## config.mk

```make
export PLATFORM = sky130hd
export DESIGN_NAME = hill_cipher_3x3_mod26
export DESIGN_NICKNAME = d
export VERILOG_FILES = /design/src/design/hcm_pkg.sv /design/src/design/hcm_datapath.sv /design/src/design/hcm_ctrl.sv /design/src/design/hill_cipher_3x3_mod26.sv
export SDC_FILE = /design/constraint.sdc
export NUM_CORES = 1
export LEC_CHECK = 0
export ABC_AREA = 0
export BUFFER_PORTS_ARGS = -buffer_cell sky130_fd_sc_hd__buf_2
export CORE_MARGIN = 5
export CORE_UTILIZATION = 23
export DETAILED_ROUTE_END_ITERATION = 6
export SLEW_MARGIN = 10
export SYNTH_ARGS = -nofsm -noshare
export SYNTH_HDL_FRONTEND = slang
export SYNTH_SLANG_ARGS = --single-unit
```

## constraint.sdc

```tcl
create_clock -name clk -period 11.75 [get_ports clk]
set_input_delay 2.35 -clock clk [delete_from_list [all_inputs] [get_ports clk]]
set_output_delay 2.35 -clock clk [all_outputs]
set_load 0.01 [all_outputs]
```

## src/design/hcm_pkg.sv

```systemverilog
`timescale 1ns / 1ps
// ----------------------------------------------------------------------------
// hcm_pkg: shared types, constants and arithmetic helpers
// Transaction types, controller states, datapath commands and the small
// mod-26 helper functions used by the Hill cipher block.
// ----------------------------------------------------------------------------
package hcm_pkg;

  // Field widths.
  localparam int unsigned CHAR_IN_W  = 8;
  localparam int unsigned CHAR_OUT_W = 7;
  localparam int unsigned CFG_IDX_W  = 3;
  localparam int unsigned CFG_DATA_W = 15;
  localparam int unsigned VAL_W      = 5;   // a residue 0..25
  localparam int unsigned SUM_W      = 11;  // dot product of three residues
  localparam int unsigned IDX_W      = 4;   // matrix entry 0..8

  // Arithmetic constants.
  localparam logic [VAL_W-1:0]      MOD_BASE = 5'd26;
  localparam logic [VAL_W-1:0]      PAD_VAL  = 5'd23;   // letter X
  localparam logic [CHAR_IN_W-1:0]  ASCII_A  = 8'd65;
  localparam logic [CHAR_IN_W-1:0]  ASCII_Z  = 8'd90;
  localparam logic [CHAR_IN_W-1:0]  CHAR_MOD = 8'd97;
  localparam logic [CHAR_OUT_W-1:0] OUT_A    = 7'd65;
  // floor(s * RECIP26 / 2^16) is s/26 or one less for every s below 2^11.
  localparam logic [11:0]           RECIP26  = 12'd2520;

  // Step counter limits.
  localparam logic [IDX_W-1:0] IDX_LAST_ENTRY = 4'd8;
  localparam logic [IDX_W-1:0] IDX_LAST_ROW   = 4'd2;
  localparam logic [1:0]       CNT_FULL       = 2'd2;

  // Configuration register indexes.
  typedef enum logic [CFG_IDX_W-1:0] {
    REG_KEY_ROW0,
    REG_KEY_ROW1,
    REG_KEY_ROW2,
    REG_DECRYPT_MODE
  } cfg_reg_t;

  // Transaction payloads.
  typedef struct packed {
    logic [CHAR_IN_W-1:0] char_in;
    logic                 last_char;
  } in_item_t;

  typedef struct packed {
    logic [CHAR_OUT_W-1:0] char_out;
    logic                  last_out;
    logic                  key_error;
  } out_item_t;

  // Controller states.
  typedef enum logic [3:0] {
    S_IDLE,
    S_COF_CALC,
    S_COF_STORE,
    S_DET_CALC,
    S_DET_STORE,
    S_INV_CALC,
    S_INV_STORE,
    S_ROW_CALC,
    S_ROW_STORE,
    S_ERR_OUT
  } ctl_state_t;

  // Dot-product unit operations.
  typedef enum logic [1:0] {
    OP_COF,
    OP_DET,
    OP_INV,
    OP_ROW
  } dp_op_t;

  // Controller to datapath.
  typedef struct packed {
    dp_op_t           op;
    logic [IDX_W-1:0] idx;
    logic             calc;     // latch the dot product
    logic             store;    // reduce and write the result
    logic             out_load; // load the output register
    logic             out_err;  // load the key error result
    logic             pend_wr;  // keep the character value
    logic             blk_ld;   // build the block vector
    logic [1:0]       cnt;      // values already gathered
  } dp_cmd_t;

  // Datapath to controller.
  typedef struct packed {
    logic decrypt;
    logic usable;
  } dp_sts_t;

  // Reduce a 5-bit key entry mod 26.
  function automatic logic [VAL_W-1:0] mod26_key(input logic [VAL_W-1:0] x);
    return (x >= MOD_BASE) ? x - MOD_BASE : x;
  endfunction

  // Additive inverse mod 26 of a residue.
  function automatic logic [VAL_W-1:0] neg26(input logic [VAL_W-1:0] x);
    return (x == '0) ? '0 : MOD_BASE - x;
  endfunction

  // Reduce a dot product mod 26 by reciprocal multiplication and one fixup.
  function automatic logic [VAL_W-1:0] mod26_sum(input logic [SUM_W-1:0] s);
    logic [22:0]      prod;
    logic [6:0]       q;
    logic [SUM_W-1:0] r;
    prod = 23'(s) * 23'(RECIP26);
    q    = prod[22:16];
    r    = s - 11'(11'(q) * 11'(MOD_BASE));
    if (r >= 11'(MOD_BASE)) begin
      r = r - 11'(MOD_BASE);
    end
    return r[VAL_W-1:0];
  endfunction

  // Character to residue: letters give c-65, other bytes c mod 97, then mod 26.
  function automatic logic [VAL_W-1:0] char_value(input logic [CHAR_IN_W-1:0] c);
    logic [6:0] v;
    if (c >= ASCII_A && c <= ASCII_Z) begin
      v = 7'(c - ASCII_A);
    end else if (c < CHAR_MOD) begin
      v = c[6:0];
    end else if (c < 8'(2 * CHAR_MOD)) begin
      v = 7'(c - CHAR_MOD);
    end else begin
      v = 7'(c - 8'(2 * CHAR_MOD));
    end
    if (v >= 7'(3 * MOD_BASE)) begin
      v = v - 7'(3 * MOD_BASE);
    end else if (v >= 7'(2 * MOD_BASE)) begin
      v = v - 7'(2 * MOD_BASE);
    end else if (v >= 7'(MOD_BASE)) begin
      v = v - 7'(MOD_BASE);
    end
    return v[VAL_W-1:0];
  endfunction

  // Multiplicative inverse mod 26; zero where none exists.
  function automatic logic [VAL_W-1:0] inv26(input logic [VAL_W-1:0] d);
    logic [VAL_W-1:0] r;
    case (d)
      5'd1:    r = 5'd1;
      5'd3:    r = 5'd9;
      5'd5:    r = 5'd21;
      5'd7:    r = 5'd15;
      5'd9:    r = 5'd3;
      5'd11:   r = 5'd19;
      5'd15:   r = 5'd7;
      5'd17:   r = 5'd23;
      5'd19:   r = 5'd11;
      5'd21:   r = 5'd5;
      5'd23:   r = 5'd17;
      5'd25:   r = 5'd25;
      default: r = 5'd0;
    endcase
    return r;
  endfunction

endpackage

```

## src/design/hcm_datapath.sv

```systemverilog
`timescale 1ns / 1ps
// ----------------------------------------------------------------------------
// hcm_datapath: key storage, matrix inversion and block multiply
// Holds the configuration registers, the cofactor and inverse matrices, the
// gathered character values and the output register. One shared unit forms
// a three-term dot product into the sum register, then reduces that mod 26.
// ----------------------------------------------------------------------------
module hcm_datapath (
  input  logic                                clk,
  input  logic                                rst_n,
  input  logic                                cfg_we,
  input  logic [hcm_pkg::CFG_IDX_W-1:0]       cfg_index,
  input  logic [hcm_pkg::CFG_DATA_W-1:0]      cfg_wdata,
  input  hcm_pkg::in_item_t                   in_data,
  input  hcm_pkg::dp_cmd_t                    cmd,
  output hcm_pkg::dp_sts_t                    sts,
  output hcm_pkg::out_item_t                  out_data
);

  localparam int unsigned VW = hcm_pkg::VAL_W;

  logic [hcm_pkg::CFG_DATA_W-1:0] key_r [3];
  logic                           dec_r;
  logic [VW-1:0]                  kmat  [3][3];
  logic [VW-1:0]                  cof_r [3][3];
  logic [VW-1:0]                  inv_r [3][3];
  logic [VW-1:0]                  dinv_r;
  logic                           inv_ok_r;
  logic [VW-1:0]                  pend_r [2];
  logic [VW-1:0]                  vec_r  [3];
  logic                           last_r;
  logic [hcm_pkg::SUM_W-1:0]      sum_r;
  logic [hcm_pkg::SUM_W-1:0]      sum_nxt;
  hcm_pkg::out_item_t             out_r;

  logic [1:0]    ci, cj, r0, r1, c0, c1;
  logic [1:0]    row;
  logic          even;
  logic [VW-1:0] ka, kb, kc, kd;
  logic [VW-1:0] a0, b0, a1, b1, a2, b2;
  logic [9:0]    p0, p1, p2;
  logic [VW-1:0] red;
  logic [VW-1:0] cval;

  // Configuration registers.
  always_ff @(posedge clk) begin
    if (!rst_n) begin
      key_r[0] <= '0;
      key_r[1] <= '0;
      key_r[2] <= '0;
      dec_r    <= 1'b0;
    end else if (cfg_we) begin
      case (cfg_index)
        hcm_pkg::REG_KEY_ROW0:     key_r[0] <= cfg_wdata;
        hcm_pkg::REG_KEY_ROW1:     key_r[1] <= cfg_wdata;
        hcm_pkg::REG_KEY_ROW2:     key_r[2] <= cfg_wdata;
        hcm_pkg::REG_DECRYPT_MODE: dec_r    <= cfg_wdata[0];
        default: ;
      endcase
    end
  end

  // Key matrix, each entry reduced mod 26.
  always_comb begin
    for (int i = 0; i < 3; i++) begin
      for (int j = 0; j < 3; j++) begin
        kmat[i][j] = hcm_pkg::mod26_key(key_r[i][5*j +: 5]);
      end
    end
  end

  // Matrix position of the current step.
  always_comb begin
    case (cmd.idx)
      4'd0:    begin ci = 2'd0; cj = 2'd0; end
      4'd1:    begin ci = 2'd0; cj = 2'd1; end
      4'd2:    begin ci = 2'd0; cj = 2'd2; end
      4'd3:    begin ci = 2'd1; cj = 2'd0; end
      4'd4:    begin ci = 2'd1; cj = 2'd1; end
      4'd5:    begin ci = 2'd1; cj = 2'd2; end
      4'd6:    begin ci = 2'd2; cj = 2'd0; end
      4'd7:    begin ci = 2'd2; cj = 2'd1; end
      4'd8:    begin ci = 2'd2; cj = 2'd2; end
      default: begin ci = 2'd0; cj = 2'd0; end
    endcase
  end

  // Rows and columns of the 2x2 minor that belongs to position (ci, cj).
  always_comb begin
    r0   = (ci == 2'd0) ? 2'd1 : 2'd0;
    r1   = (ci == 2'd2) ? 2'd1 : 2'd2;
    c0   = (cj == 2'd0) ? 2'd1 : 2'd0;
    c1   = (cj == 2'd2) ? 2'd1 : 2'd2;
    even = ~(ci[0] ^ cj[0]);
    ka   = kmat[r0][c0];
    kb   = kmat[r0][c1];
    kc   = kmat[r1][c0];
    kd   = kmat[r1][c1];
    row  = cmd.idx[1:0];
  end

  // Operand selection for the shared dot-product unit. A subtraction is
  // folded in as a product with the additive inverse of one factor, and an
  // odd cofactor swaps which product is negated.
  always_comb begin
    a0 = '0; b0 = '0; a1 = '0; b1 = '0; a2 = '0; b2 = '0;
    case (cmd.op)
      hcm_pkg::OP_COF: begin
        if (even) begin
          a0 = ka; b0 = kd; a1 = kb; b1 = hcm_pkg::neg26(kc);
        end else begin
          a0 = kb; b0 = kc; a1 = ka; b1 = hcm_pkg::neg26(kd);
        end
      end
      hcm_pkg::OP_DET: begin
        a0 = kmat[0][0]; b0 = cof_r[0][0];
        a1 = kmat[0][1]; b1 = cof_r[0][1];
        a2 = kmat[0][2]; b2 = cof_r[0][2];
      end
      hcm_pkg::OP_INV: begin
        a0 = cof_r[cj][ci]; b0 = dinv_r;
      end
      hcm_pkg::OP_ROW: begin
        a0 = dec_r ? inv_r[row][0] : kmat[row][0]; b0 = vec_r[0];
        a1 = dec_r ? inv_r[row][1] : kmat[row][1]; b1 = vec_r[1];
        a2 = dec_r ? inv_r[row][2] : kmat[row][2]; b2 = vec_r[2];
      end
      default: ;
    endcase
  end

  // Three small products and their sum.
  always_comb begin
    p0      = 10'(a0) * 10'(b0);
    p1      = 10'(a1) * 10'(b1);
    p2      = 10'(a2) * 10'(b2);
    sum_nxt = 11'(p0) + 11'(p1) + 11'(p2);
  end

  always_ff @(posedge clk) begin
    if (cmd.calc) begin
      sum_r <= sum_nxt;
    end
  end

  assign red  = hcm_pkg::mod26_sum(sum_r);
  assign cval = hcm_pkg::char_value(in_data.char_in);

  // Matrix results written back by the reduce step.
  always_ff @(posedge clk) begin
    if (cmd.store) begin
      case (cmd.op)
        hcm_pkg::OP_COF: cof_r[ci][cj] <= red;
        hcm_pkg::OP_DET: dinv_r        <= hcm_pkg::inv26(red);
        hcm_pkg::OP_INV: inv_r[ci][cj] <= red;
        default: ;
      endcase
    end
  end

  // Invertibility flag of the last determinant.
  always_ff @(posedge clk) begin
    if (!rst_n) begin
      inv_ok_r <= 1'b0;
    end else if (cmd.store && cmd.op == hcm_pkg::OP_DET) begin
      inv_ok_r <= (hcm_pkg::inv26(red) != '0);
    end
  end

  // Gathered values and the block vector, padded with X where short.
  always_ff @(posedge clk) begin
    if (!rst_n) begin
      pend_r[0] <= '0;
      pend_r[1] <= '0;
    end else if (cmd.pend_wr) begin
      pend_r[cmd.cnt[0]] <= cval;
    end
  end

  always_ff @(posedge clk) begin
    if (cmd.blk_ld) begin
      vec_r[0] <= (cmd.cnt == 2'd0) ? cval : pend_r[0];
      vec_r[1] <= (cmd.cnt == hcm_pkg::CNT_FULL) ? pend_r[1] :
                  (cmd.cnt == 2'd1) ? cval : hcm_pkg::PAD_VAL;
      vec_r[2] <= (cmd.cnt == hcm_pkg::CNT_FULL) ? cval : hcm_pkg::PAD_VAL;
      last_r   <= in_data.last_char;
    end
  end

  // Output register.
  always_ff @(posedge clk) begin
    if (cmd.out_load) begin
      if (cmd.out_err) begin
        out_r.char_out  <= '0;
        out_r.last_out  <= 1'b1;
        out_r.key_error <= 1'b1;
      end else begin
        out_r.char_out  <= 7'(red) + hcm_pkg::OUT_A;
        out_r.last_out  <= last_r && (cmd.idx == hcm_pkg::IDX_LAST_ROW);
        out_r.key_error <= 1'b0;
      end
    end
  end

  assign out_data    = out_r;
  assign sts.decrypt = dec_r;
  assign sts.usable  = !dec_r || inv_ok_r;

endmodule

```

## src/design/hcm_ctrl.sv

```systemverilog
`timescale 1ns / 1ps
// ----------------------------------------------------------------------------
// hcm_ctrl: sequencing controller
// Rebuilds the working matrix after a key change, accepts characters,
// counts gathered values and steps the datapath through the three output
// rows of each block.
// ----------------------------------------------------------------------------
module hcm_ctrl (
  input  logic                          clk,
  input  logic                          rst_n,
  input  logic                          cfg_we,
  input  logic [hcm_pkg::CFG_IDX_W-1:0] cfg_index,
  input  logic                          in_valid,
  output logic                          in_stall,
  input  hcm_pkg::in_item_t             in_data,
  output logic                          out_valid,
  input  logic                          out_stall,
  input  hcm_pkg::dp_sts_t              sts,
  output hcm_pkg::dp_cmd_t              cmd
);

  hcm_pkg::ctl_state_t          state_r, state_nxt;
  logic [hcm_pkg::IDX_W-1:0]    idx_r, idx_nxt;
  logic [1:0]                   cnt_r, cnt_nxt;
  logic                         rdy_r, rdy_nxt;
  logic                         out_vld_r, out_vld_nxt;
  logic                         cfg_hit;
  logic                         accept;
  logic                         free;
  logic                         gather;

  // A write to a listed register invalidates the working matrix.
  assign cfg_hit = cfg_we && (cfg_index == hcm_pkg::REG_KEY_ROW0 ||
                              cfg_index == hcm_pkg::REG_KEY_ROW1 ||
                              cfg_index == hcm_pkg::REG_KEY_ROW2 ||
                              cfg_index == hcm_pkg::REG_DECRYPT_MODE);
  assign accept  = (state_r == hcm_pkg::S_IDLE) && rdy_r && in_valid;
  assign free    = !out_vld_r || !out_stall;
  assign gather  = (cnt_r != hcm_pkg::CNT_FULL) && !in_data.last_char;

  // Next state and counters.
  always_comb begin
    state_nxt   = state_r;
    idx_nxt     = idx_r;
    cnt_nxt     = cnt_r;
    rdy_nxt     = rdy_r;
    out_vld_nxt = out_vld_r;
    if (cmd.out_load) begin
      out_vld_nxt = 1'b1;
    end else if (!out_stall) begin
      out_vld_nxt = 1'b0;
    end
    case (state_r)
      hcm_pkg::S_IDLE: begin
        if (!rdy_r) begin
          if (sts.decrypt) begin
            state_nxt = hcm_pkg::S_COF_CALC;
            idx_nxt   = '0;
          end else begin
            rdy_nxt = 1'b1;
          end
        end else if (accept) begin
          if (!sts.usable) begin
            if (in_data.last_char) begin
              cnt_nxt   = '0;
              state_nxt = hcm_pkg::S_ERR_OUT;
            end
          end else if (gather) begin
            cnt_nxt = cnt_r + 2'd1;
          end else begin
            cnt_nxt   = '0;
            idx_nxt   = '0;
            state_nxt = hcm_pkg::S_ROW_CALC;
          end
        end
      end
      hcm_pkg::S_COF_CALC: state_nxt = hcm_pkg::S_COF_STORE;
      hcm_pkg::S_COF_STORE: begin
        if (idx_r == hcm_pkg::IDX_LAST_ENTRY) begin
          idx_nxt   = '0;
          state_nxt = hcm_pkg::S_DET_CALC;
        end else begin
          idx_nxt   = idx_r + 4'd1;
          state_nxt = hcm_pkg::S_COF_CALC;
        end
      end
      hcm_pkg::S_DET_CALC:  state_nxt = hcm_pkg::S_DET_STORE;
      hcm_pkg::S_DET_STORE: begin
        idx_nxt   = '0;
        state_nxt = hcm_pkg::S_INV_CALC;
      end
      hcm_pkg::S_INV_CALC:  state_nxt = hcm_pkg::S_INV_STORE;
      hcm_pkg::S_INV_STORE: begin
        if (idx_r == hcm_pkg::IDX_LAST_ENTRY) begin
          rdy_nxt   = 1'b1;
          state_nxt = hcm_pkg::S_IDLE;
        end else begin
          idx_nxt   = idx_r + 4'd1;
          state_nxt = hcm_pkg::S_INV_CALC;
        end
      end
      hcm_pkg::S_ROW_CALC:  state_nxt = hcm_pkg::S_ROW_STORE;
      hcm_pkg::S_ROW_STORE: begin
        if (free) begin
          if (idx_r == hcm_pkg::IDX_LAST_ROW) begin
            state_nxt = hcm_pkg::S_IDLE;
          end else begin
            idx_nxt   = idx_r + 4'd1;
            state_nxt = hcm_pkg::S_ROW_CALC;
          end
        end
      end
      hcm_pkg::S_ERR_OUT: begin
        if (free) begin
          state_nxt = hcm_pkg::S_IDLE;
        end
      end
      default: state_nxt = hcm_pkg::S_IDLE;
    endcase
    // A key change restarts any matrix build in progress.
    if (cfg_hit) begin
      rdy_nxt = 1'b0;
      if (!(state_r inside {hcm_pkg::S_ROW_CALC, hcm_pkg::S_ROW_STORE,
                            hcm_pkg::S_ERR_OUT})) begin
        state_nxt = hcm_pkg::S_IDLE;
      end
    end
  end

  // Datapath commands and handshake outputs.
  always_comb begin
    cmd          = '0;
    cmd.idx      = idx_r;
    cmd.cnt      = cnt_r;
    cmd.op       = hcm_pkg::OP_ROW;
    case (state_r)
      hcm_pkg::S_COF_CALC: begin
        cmd.op   = hcm_pkg::OP_COF;
        cmd.calc = 1'b1;
      end
      hcm_pkg::S_COF_STORE: begin
        cmd.op    = hcm_pkg::OP_COF;
        cmd.store = 1'b1;
      end
      hcm_pkg::S_DET_CALC: begin
        cmd.op   = hcm_pkg::OP_DET;
        cmd.calc = 1'b1;
      end
      hcm_pkg::S_DET_STORE: begin
        cmd.op    = hcm_pkg::OP_DET;
        cmd.store = 1'b1;
      end
      hcm_pkg::S_INV_CALC: begin
        cmd.op   = hcm_pkg::OP_INV;
        cmd.calc = 1'b1;
      end
      hcm_pkg::S_INV_STORE: begin
        cmd.op    = hcm_pkg::OP_INV;
        cmd.store = 1'b1;
      end
      hcm_pkg::S_ROW_CALC: begin
        cmd.calc = 1'b1;
      end
      hcm_pkg::S_ROW_STORE: begin
        cmd.store    = free;
        cmd.out_load = free;
      end
      hcm_pkg::S_ERR_OUT: begin
        cmd.out_load = free;
        cmd.out_err  = 1'b1;
      end
      hcm_pkg::S_IDLE: begin
        cmd.pend_wr = accept && sts.usable && gather;
        cmd.blk_ld  = accept && sts.usable && !gather;
      end
      default: ;
    endcase
    in_stall  = !((state_r == hcm_pkg::S_IDLE) && rdy_r);
    out_valid = out_vld_r;
  end

  // Control registers.
  always_ff @(posedge clk) begin
    if (!rst_n) begin
      state_r   <= hcm_pkg::S_IDLE;
      idx_r     <= '0;
      cnt_r     <= '0;
      rdy_r     <= 1'b0;
      out_vld_r <= 1'b0;
    end else begin
      state_r   <= state_nxt;
      idx_r     <= idx_nxt;
      cnt_r     <= cnt_nxt;
      rdy_r     <= rdy_nxt;
      out_vld_r <= out_vld_nxt;
    end
  end

  // The gathered count never passes two values.
  a_cnt_range: assert property (@(posedge clk) disable iff (!rst_n)
    cnt_r != 2'd3)
    else $error("pending count out of range");

  // The matrix becomes ready only in encrypt mode from idle or after the
  // last inverse entry.
  a_rdy_src: assert property (@(posedge clk) disable iff (!rst_n)
    $rose(rdy_r) |-> ($past(state_r) == hcm_pkg::S_IDLE ||
                      $past(state_r) == hcm_pkg::S_INV_STORE))
    else $error("matrix marked ready from an unexpected state");

  // After the third row of a block goes out, the controller is idle.
  a_blk_done: assert property (@(posedge clk) disable iff (!rst_n)
    (state_r == hcm_pkg::S_ROW_STORE && idx_r == hcm_pkg::IDX_LAST_ROW && free)
    |=> state_r == hcm_pkg::S_IDLE)
    else $error("block did not finish after the third row");

  // An error result drops the gathered values.
  a_err_clear: assert property (@(posedge clk) disable iff (!rst_n)
    state_r == hcm_pkg::S_ERR_OUT |-> cnt_r == 2'd0)
    else $error("gathered values kept across an error result");

endmodule

```

## src/design/hill_cipher_3x3_mod26.sv

```systemverilog
`timescale 1ns / 1ps
// ----------------------------------------------------------------------------
// hill_cipher_3x3_mod26: 3x3 Hill cipher modulo 26
// Encrypts with the key matrix or decrypts with its mod-26 inverse, three
// characters to a block, padding a short final block with X.
//
//   channel  direction  handshake            payload
//   cfg      in         cfg_we               cfg_index, cfg_wdata
//   in       in         in_valid / in_stall  in_data (char_in, last_char)
//   out      out        out_valid/out_stall  out_data (char_out, last_out,
//                                            key_error)
//
// A character that does not complete a block is taken while the block stays
// idle. One that completes or ends a block starts the three output rows,
// each formed by the shared dot-product unit in a calc and a store step; the
// store step waits on output stalls. The last character under a singular
// decrypt key starts an error result, which also waits on output stalls.
// After reset or any key or mode write the working matrix is rebuilt before
// characters are taken: in encrypt mode by an idle step alone, in decrypt
// mode by an idle step, then nine cofactors, the determinant and nine inverse
// entries, each in a calc and a store step.
// A finished result waits in the output register while the next character
// is taken; out_stall holds only the step that needs that register.
// ----------------------------------------------------------------------------
module hill_cipher_3x3_mod26 (
  input  logic                           clk,
  input  logic                           rst_n,
  input  logic                           cfg_we,
  input  logic [hcm_pkg::CFG_IDX_W-1:0]  cfg_index,
  input  logic [hcm_pkg::CFG_DATA_W-1:0] cfg_wdata,
  input  logic                           in_valid,
  output logic                           in_stall,
  input  hcm_pkg::in_item_t              in_data,
  output logic                           out_valid,
  input  logic                           out_stall,
  output hcm_pkg::out_item_t             out_data
);

  hcm_pkg::dp_cmd_t cmd;
  hcm_pkg::dp_sts_t sts;

  // Sequencing controller.
  hcm_ctrl u_ctrl (
    .clk       (clk),
    .rst_n     (rst_n),
    .cfg_we    (cfg_we),
    .cfg_index (cfg_index),
    .in_valid  (in_valid),
    .in_stall  (in_stall),
    .in_data   (in_data),
    .out_valid (out_valid),
    .out_stall (out_stall),
    .sts       (sts),
    .cmd       (cmd)
  );

  // Key storage, matrix arithmetic and output register.
  hcm_datapath u_datapath (
    .clk       (clk),
    .rst_n     (rst_n),
    .cfg_we    (cfg_we),
    .cfg_index (cfg_index),
    .cfg_wdata (cfg_wdata),
    .in_data   (in_data),
    .cmd       (cmd),
    .sts       (sts),
    .out_data  (out_data)
  );

endmodule

```

==> results of run 1 <==
[how the worst max path moves through the flow]
stage,start,to,slack [ns],depth (start not counted)
after floorplan,u_datapath.sum_r[4]$_DFFE_PP_,u_datapath.dinv_r[4]$_DFFE_PP_,2.17,40
after global placement,u_datapath.sum_r[4]$_DFFE_PP_,u_datapath.dinv_r[0]$_DFFE_PP_,1.59,38
after detailed placement,u_datapath.sum_r[5]$_DFFE_PP_,u_datapath.dinv_r[4]$_DFFE_PP_,1.45,40
after CTS,u_datapath.sum_r[5]$_DFFE_PP_,u_datapath.dinv_r[0]$_DFFE_PP_,1.37,38
after global routing,u_datapath.sum_r[5]$_DFFE_PP_,u_datapath.inv_ok_r$_SDFFE_PN0P_,0.70,39
final,u_datapath.sum_r[5]$_DFFE_PP_,u_datapath.dinv_r[0]$_DFFE_PP_,1.49,38
[kinds of logic (layout without fill, tap and decap cells)]
logic type,count (synthesis),in the layout
and+or+nand+nor,522,522
AOI/OAI and AO/OA,415,415
buffers and inverters,308,349
adders and majority gates,240,240
DFF,206,206
muxes,66,66
xor gates and xnor gates,46,46
[critical path, delay by kind of cell, from the launching register on]
kind | cells | cell delay [ns]
compound gates | 14 | 3.87
simple gates | 7 | 1.09
buf+inv | 7 | 0.73
flops | 1 | 0.57
xor+xnor | 2 | 0.37
fa+ha+maj | 8 | 3.37
[metal layers]
metal / track usage (%) / part of all wire [%] / vias to the layer above / wire (um)
met2: 17.9 / 46 / 340 / 20500
li1: - / - / 6387 / -
met5: 0 / 0 / - / 0
met3: 1.09 / 4.9 / 54 / 2170
met4: 2.77 / 2.5 / 0 / 1110
met1: 14.7 / 46 / 6268 / 20600
[stage by stage]
step | util [%] | std cells
2_1_floorplan | - | 1803
3_3_place_gp | 25.0 | 2769
3_5_place_dp | 25.0 | 2769
4_1_cts | 26.0 | 2813
5_1_grt | 26.0 | 2813
6_report | 26.0 | 2813
[cell type report]
cell class | count | area (um2) | area share [%]
multi-input cells | 1289 | 10100 | 52.2
flip-flops and latches | 206 | 5990 | 30.9
well taps | 969 | 1210 | 6.27
inverters | 244 | 917 | 4.74
clock buffers | 33 | 664 | 3.43
repair buffers | 61 | 353 | 1.82
clock inverters | 11 | 119 | 0.614
[state kept, by name (all words and copies together), names as in the netlist, 5 cells and up, named ones only]
name                 count
u_datapath.cof_r        45
u_datapath.dinv_r        5
u_datapath.sum_r        11
u_datapath.out_data      9
u_datapath.pend_r       10
u_datapath.vec_r        15
u_datapath.inv_r        45
u_datapath.key_r        45
[cells in the final DEF, fill, tap and decap left out, types with 9 or more instances in the layout]
| cell type | n |
|---|---|
| dfxtp_1 | 20 |
| o31ai_1 | 9 |
| nand2b_1 | 20 |
| o22ai_1 | 12 |
| and2_1 | 34 |
| o21a_1 | 20 |
| nor2b_1 | 28 |
| a21oi_1 | 104 |
| a211oi_1 | 11 |
| clkbuf_16 | 24 |
| buf_2 | 42 |
| and3_1 | 10 |
| buf_4 | 19 |
| or3_1 | 10 |
| a31oi_1 | 20 |
| nor2_1 | 193 |
| o211ai_1 | 23 |
| edfxtp_1 | 186 |
| xnor2_1 | 33 |
| ha_1 | 148 |
| xor2_1 | 13 |
| a21o_1 | 13 |
| inv_1 | 241 |
| o21ai_0 | 100 |
| nand3_1 | 31 |
| o221ai_1 | 14 |
| a22oi_1 | 9 |
| mux2i_1 | 53 |
| fa_1 | 92 |
| nor3_1 | 22 |
| nand2_1 | 122 |
==> qor.yml, run 1 <==
layout:
  nFillCells: 7973
  fin_area_um2: 19300
  syn_to_final_growth_pct: 12.4
  nets: 2098
  num_antenna_cells: 0
  drive_gt1_share_pct: 7.75
drt:
  dr.pass1.iters: 6
  wl_per_cell_um: 15.8
  remaining_drc_errors: 0
  antenna_left: 0
  routed-via-count: 13000
  routed_wl_um: 44400
  via_per_inst: 4.64
  drtIter0Drc: 990
synthesis:
  synthSimpleGateAreaFrac_pct: 14.5
  syn_nets: 2075
  yosys_warnings: 0
  avgSynthCellArea_um2: 9.55
  yosys-top-cells-count: "inv_1, nor2_1, edfxtp_1"
  synth-seq-cells: 206
  async_flop_share_pct: 0
  synth-main-ff-cell: "edfxtp_1"
  synthMuxAreaShare_pct: 4.15
  yosysMostFrequentCell: "inv_1"
  yosysTopAreaCellShare_pct: 32.5
  synth_top_family_by_area: "adder cells"
  syn_area_um2: 17200
  synth_top_cell_by_area: "edfxtp_1"
  synth_compound_area_share_pct: 16.0
  synth_edf_count: 186
  syn_inst: 1803
  ys_top_cells_by_area: "edfxtp_1, ha_1, fa_1"
  synth_fa_ha_area_share_pct: 21.5
  synth_seq_area_share_pct: 34.8
  synth_xor_area_share_pct: 2.34
  synth_cell_type_count: 97
sta:
  period_share_pct: 87.3
  finClkSkew_ns: 0.0144
  tightest_slew_ns: 1.06
  fmaxAchievable_mhz: 97.5
  setup_viol: 0
  slew_headroom_pct: 28.5
  hold_viol_final: 0
  drv_slew: 0
  min_period_ns: 10.26
  rsz0062_at_grt: "false"
  fin_setup_tns_ns: 0
  finalWorstSetupSlack_ns: 1.49
  hold_slack_ns: 0.526
critical_path:
  cpPeakStageDelay_ns: 0.89
  end_kind: "flip-flop"
  r2r_end: "u_datapath.dinv_r[0]$_DFFE_PP_"
  cp_slowest_cell: "a2111oi_0"
  reg2regPathDepth: 38
  reg2reg_from: "u_datapath.sum_r[5]$_DFFE_PP_"
  crit_path_max_fanout: 17
  cp-start-kind: "flip-flop"
  cp_common_cell: "inv_1"
  rrSetupSlack_ns: 1.49
  arrival_ns: 10.55
  required_ns: 12.04
  worstSetupPathType: "reg -> reg"
clock_tree:
  worst_skew_pair.late_latency_ns: 0.54
  htreeDepth: 1
  cts_tree: "yes"
  ctsHoldBuffers: 0
  cts_setup_buffers: 0
  post_cts_resized: 0
  cts-buffers-inserted: 24
  cts_sinks: 206
  clkTransAtPathRegs_ns: 0.06
  root_buffer: "clkbuf_16"
  clockBufferDepth: 3
floorplan:
  pin_count: 43
  row_count: 100
  die_area_um2: 80400
  die_x_um: 284
  die_h_um: 284
  start_util_pct: 23.2
  core-area_um2: 74300
global_route:
  antenna_found_initial: 0
  grt_pass1_vias: 12700
  grt_max_degree: 36
  grt_pass1_wl_um: 70900
  gr-total-overflow: 0
  gr-usage-all-layers_pct: 10.7
placed_design:
  globalplace.congestion: 0.881
  io_buffers: 42
  placedInstanceArea_um2: 18600
  dpl.hpwl_um: 34600
  place_ws_ns: 1.45
flow_run:
  maxCapViolCount: 0
worst_hold_path:
  min_to: "u_datapath.vec_r[0][8]$_DFFE_PP_"
  min_from: "u_datapath.pend_r[1][3]$_SDFFCE_PN0P_"
  hold_path_depth: 2
  hold_path_class: "reg -> reg"
outcome:
  status: "finished, final reports clean"
Power of run 1 is left out: the tool's default activity adds up to more than one toggle a clock period on the data nets, which glitch-free logic cannot reach.
==> run 2: changes to the inputs <==
- PLACE_DENSITY: not set -> 0.44
- RECOVER_POWER: not set -> 50
==> qor.yml, run 2 (same netlist as run 1, synthesis figures left out) <==
outcome:
  status: "complete, but fails checks"
  violations: "max-capacitance violations, max-slew violations"
layout:
  nFillCells: 8025  # +0.65%
  drive_gt1_share_pct: 7.41  # -0.34 points
  num_antenna_cells: 0  # unchanged
  stdcell_count: 2817  # +0.14%
  syn_to_final_growth_pct: 12.2
  final_cell_mix: "inv_1, nor2_1, edfxtp_1, ha_1, nand2_1"
  final_common_cell: "inv_1"
  nets: 2103  # +0.24%
  largestRegisters: "u_datapath.cof_r (45), u_datapath.inv_r (45), u_datapath.key_r (45)"
global_route:
  gr-total-overflow: 0  # unchanged
  gr-usage-all-layers_pct: 11.8  # +1.1 points
  grt_pass1_wl_um: 76400  # +7.7%
  grt_max_degree: 36  # unchanged
  antenna_found_initial: 0  # unchanged
  grt_pass1_vias: 13400  # +5.1%
floorplan:
  core-area_um2: 74300  # unchanged
  die_x_um: 284  # unchanged
  die_area_um2: 80400  # unchanged
  start_util_pct: 23.2  # unchanged
  pin_count: 43  # unchanged
  row_count: 100  # unchanged
  die_h_um: 284  # unchanged
critical_path:
  end_kind: "flip-flop"
  rrSetupSlack_ns: 1.48  # about the same
  r2r_end: "u_datapath.dinv_r[4]$_DFFE_PP_"
  cp_common_cell: "inv_1"
  startpoint: "u_datapath.sum_r[4]$_DFFE_PP_"
  required_ns: 12.03  # about the same
  reg2reg_from: "u_datapath.sum_r[4]$_DFFE_PP_"
  crit_end: "u_datapath.dinv_r[4]$_DFFE_PP_"
  cpPeakStageDelay_ns: 0.77  # -0.12 ns
  arrival_ns: 10.54  # about the same
  cp-start-kind: "flip-flop"
  cp_slowest_cell: "a2111oi_0"
  reg2regPathDepth: 40  # +5.3%
  worstSetupPathType: "reg -> reg"
  crit_path_max_fanout: 22  # +5
sta:
  fmaxAchievable_mhz: 97.4  # about the same
  hold_viol_final: 0  # unchanged
  min_period_ns: 10.27  # +0.00502 ns
  drv_slew: 28  # +28
  slew_headroom_pct: -2.62  # -31 points
  fin_setup_tns_ns: 0  # unchanged
  finClkSkew_ns: 0.0172  # +0.00286 ns
  tightest_slew_ns: 1.54  # +0.478 ns
  rsz0062_at_grt: "false"
  setup_viol: 0  # unchanged
  hold_slack_ns: 0.533  # +0.00689 ns
  period_share_pct: 87.4  # about the same
worst_hold_path:
  hold_path_class: "reg -> reg"
clock_tree:
  ctsHoldBuffers: 0  # unchanged
  cts-buffers-inserted: 24  # unchanged
  cts_setup_buffers: 0  # unchanged
  cts_tree: "yes"
  root_buffer: "clkbuf_16"
  clockBufferDepth: 3  # unchanged
  post_cts_resized: 0  # unchanged
  cts_sinks: 206  # unchanged
  htreeDepth: 1  # unchanged
  clkTransAtPathRegs_ns: 0.06  # about the same
  worst_skew_pair.late_latency_ns: 0.54  # about the same
drt:
  via_per_inst: 4.69  # +1.2%
  wl_per_cell_um: 17.3  # +9.4%
  routed_wl_um: 48600  # +9.5%
  drtIter0Drc: 929  # -6.2%
  dr.pass1.iters: 5  # -1
  routed-via-count: 13200  # +1.3%
  remaining_drc_errors: 0  # unchanged
  antenna_left: 0  # unchanged
placed_design:
  dp.cells: 2774  # +0.18%
  dpl.hpwl_um: 38100  # +10%
  io_buffers: 42  # unchanged
  globalplace.congestion: 0.850  # -3.5%
flow_run:
  maxCapViolCount: 1  # +1
[run 2: cell count changes in the layout (fill, tap and decap cells not counted), sizes merged]
cell and delta:
clkinv +6, buf -5, clkbuf +4, inv -1
[run 2: metal layers]
layer	share of wire, %	wire [um]	vias to the layer above	global-route usage [%]
li1	-	-	6404	-
met1	46	22600	6499	16.1
met2	48	23400	274	20.3
met3	3.7	1800	45	1.15
met4	1.7	846	0	2.72
met5	0	0	-	0
[run 2: layout make-up]
class	instances	area (um2)	share of cell area [%]
Multi-Input combinational cell	1289	10100	52.2
Tap cell	969	1210	6.28
Timing Repair Buffer	66	363	1.88
Sequential cell	206	5990	31.0
Inverter	244	917	4.75
Clock inverter	16	136	0.706
Clock buffer	27	612	3.17
[run 2: per-stage QoR]
stage	util [%]	instance area (um2)	setup WS [ns]
3_3_place_gp	25.0	18600	1.62
2_1_floorplan	-	17200	2.17
6_report	26.0	19300	1.48
4_1_cts	26.0	19300	1.36
5_1_grt	26.0	19300	0.541
3_5_place_dp	25.0	18600	1.42
[run 2: worst min path at each step]
stage	from	endpoint	slack [ns]	depth (start not counted)
6_report	u_ctrl.cnt_r[0]$_SDFFE_PN0P_	u_ctrl.cnt_r[0]$_SDFFE_PN0P_	0.53	2
5_1_grt	u_ctrl.out_valid$_SDFFE_PN0P_	u_ctrl.out_valid$_SDFFE_PN0P_	0.59	2
4_1_cts	u_ctrl.cnt_r[0]$_SDFFE_PN0P_	u_ctrl.cnt_r[0]$_SDFFE_PN0P_	0.53	2
3_5_place_dp	u_ctrl.cnt_r[0]$_SDFFE_PN0P_	u_ctrl.cnt_r[0]$_SDFFE_PN0P_	0.52	2
3_3_place_gp	u_ctrl.cnt_r[0]$_SDFFE_PN0P_	u_ctrl.cnt_r[0]$_SDFFE_PN0P_	0.52	2
2_1_floorplan	u_datapath.last_r$_DFFE_PP_	u_datapath.out_data[1]$_SDFFCE_PP1P_	0.49	2
[run 2: critical path, delay by kind of cell (launching register included)]
family / cells / cell delay, ns
adders and majority gates: 8 / 3.42
AOI/OAI and AO/OA: 14 / 3.36
and+or+nand+nor: 8 / 1.55
buffers and inverters: 8 / 0.75
DFF: 1 / 0.57
xor gates and xnor gates: 2 / 0.36
Power of run 2 is left out for the same reason.
==> run 3: changes to the inputs <==
- CELL_PAD_IN_SITES_DETAIL_PLACEMENT: not set -> 1
- CELL_PAD_IN_SITES_GLOBAL_PLACEMENT: not set -> 2
- PLACE_DENSITY: 0.44 -> 0.57
==> qor.yml, run 3 (same netlist as run 1, synthesis figures left out) <==
global_route:
  grt_max_degree: 36  # unchanged
  gr-usage-all-layers_pct: 13.0  # +1.3 points
  gr-total-overflow: 0  # unchanged
  antenna_found_initial: 0  # unchanged
  grt_pass1_wl_um: 84100  # +10%
  grt_pass1_vias: 14100  # +5.3%
layout:
  nets: 2106  # +0.14%
  num_antenna_cells: 0  # unchanged
  final_common_cell: "inv_1"
  final_cell_mix: "inv_1, nor2_1, edfxtp_1, ha_1, nand2_1"
  drive_gt1_share_pct: 8.04  # +0.62 points
  largestRegisters: "u_datapath.cof_r (45), u_datapath.inv_r (45), u_datapath.key_r (45)"
  syn_to_final_growth_pct: 13.0
outcome:
  status: "complete, but fails checks"
  violations: "max-capacitance violations, max-slew violations"
sta:
  min_period_ns: 10.40  # +0.135 ns
  hold_viol_final: 0  # unchanged
  rsz0062_at_grt: "false"
  setup_viol: 0  # unchanged
  slew_headroom_pct: -1.78  # +0.84 points
  finClkSkew_ns: 0.0200  # +0.00273 ns
  fmaxAchievable_mhz: 96.2  # -1.3%
  fin_setup_tns_ns: 0  # unchanged
  tightest_slew_ns: 1.53  # -0.0126 ns
  period_share_pct: 88.5  # +1.1 points
  drv_slew: 28  # unchanged
placed_design:
  globalplace.congestion: 0.783  # -7.9%
  io_buffers: 42  # unchanged
  dpl.hpwl_um: 42700  # +12%
clock_tree:
  cts_sinks: 206  # unchanged
  clkTransAtPathRegs_ns: 0.06  # about the same
  post_cts_resized: 0  # unchanged
  htreeDepth: 1  # unchanged
  root_buffer: "clkbuf_16"
  worst_skew_pair.late_latency_ns: 0.57  # +0.03 ns
  cts_tree: "yes"
  ctsHoldBuffers: 0  # unchanged
  clockBufferDepth: 3  # unchanged
  cts-buffers-inserted: 26  # +8.3%
  cts_setup_buffers: 0  # unchanged
floorplan:
  die_x_um: 284  # unchanged
  row_count: 100  # unchanged
  die_h_um: 284  # unchanged
  pin_count: 43  # unchanged
  start_util_pct: 23.2  # unchanged
  core-area_um2: 74300  # unchanged
  die_area_um2: 80400  # unchanged
drt:
  routed-via-count: 13200  # +0.14%
  wl_per_cell_um: 19.2  # +11%
  routed_wl_um: 54200  # +12%
  dr.pass1.iters: 5  # unchanged
  antenna_left: 0  # unchanged
  via_per_inst: 4.69  # about the same
  drtIter0Drc: 544  # -41%
  remaining_drc_errors: 0  # unchanged
worst_hold_path:
  hold_path_class: "reg -> reg"
  min_to: "u_datapath.vec_r[0][8]$_DFFE_PP_"
  min_from: "u_datapath.pend_r[1][3]$_SDFFCE_PN0P_"
  hold_path_depth: 2  # unchanged
critical_path:
  rrSetupSlack_ns: 1.35  # -0.13 ns
  worstSetupPathType: "reg -> reg"
  reg2reg_from: "u_datapath.sum_r[4]$_DFFE_PP_"
  reg2regPathDepth: 40  # unchanged
  arrival_ns: 10.71  # +0.17 ns
  crit_path_max_fanout: 22  # unchanged
  path_buf_inv: 8  # unchanged
  r2r_end: "u_datapath.dinv_r[4]$_DFFE_PP_"
  required_ns: 12.06  # +0.03 ns
  end_kind: "flip-flop"
  cp-start-kind: "flip-flop"
  cp_common_cell: "inv_1"
  cpLargestDelayFamily: "adder cells"
  cpPeakStageDelay_ns: 0.77  # about the same
  cp_slowest_cell: "a2111oi_0"
flow_run:
  maxCapViolCount: 1  # unchanged
[run 3: cell types whose count changed in the layout (fill, tap and decap cells not counted), sizes merged]
| cell | delta |
|---|---|
| clkbuf | +7 |
| buf | +2 |
| inv | +2 |
| bufinv | -2 |
| clkinv | -3 |
[run 3: worst reg2reg max path, delay by kind of cell (launching register included)]
family	cells	cell delay, ns
and+or+nand+nor	8	1.60
DFF	1	0.59
AOI/OAI and AO/OA	14	3.41
buffers and inverters	8	0.76
xor gates and xnor gates	2	0.35
adders and majority gates	8	3.44
[run 3: worst max-delay path by stage]
stage | from | to | slack, ns | depth (start not counted)
6_report | u_datapath.sum_r[4]$_DFFE_PP_ | u_datapath.dinv_r[4]$_DFFE_PP_ | 1.35 | 40
3_5_place_dp | u_datapath.sum_r[6]$_DFFE_PP_ | u_datapath.dinv_r[4]$_DFFE_PP_ | 1.18 | 39
2_1_floorplan | u_datapath.sum_r[4]$_DFFE_PP_ | u_datapath.dinv_r[4]$_DFFE_PP_ | 2.17 | 40
3_3_place_gp | u_datapath.sum_r[4]$_DFFE_PP_ | u_datapath.dinv_r[4]$_DFFE_PP_ | 1.52 | 40
4_1_cts | u_datapath.sum_r[6]$_DFFE_PP_ | u_datapath.dinv_r[4]$_DFFE_PP_ | 1.15 | 40
5_1_grt | u_datapath.sum_r[4]$_DFFE_PP_ | u_datapath.dinv_r[4]$_DFFE_PP_ | 0.43 | 39
[run 3: stage by stage]
step	setup slack, ns	cell area, um2	util, %	hold slack [ns]	instances
after floorplan	2.17	17200	-	0.492	1803
after global placement	1.52	18600	25.0	0.526	2775
after detailed placement	1.18	18600	25.0	0.524	2775
after CTS	1.15	19500	26.2	0.536	2823
after global routing	0.433	19400	26.2	0.568	2823
final	1.35	19400	26.2	0.532	2823
[run 3: cell type report]
class,instances,area (um2)
Inverter,244,917
Tap cell,969,1210
Clock inverter,13,105
Timing Repair Buffer,67,374
Clock buffer,35,767
Multi-Input combinational cell,1289,10100
Fill cell,8608,54900
Sequential cell,206,5990
[run 3: metal layers]
metal	wire length, um	global-route usage, %	vias up
met2	26400	23.1	122
met1	25700	17.5	6673
met5	0	0	-
li1	-	-	6397
met4	933	2.51	0
met3	1260	1.14	48
Power of run 3 is left out for the same reason.
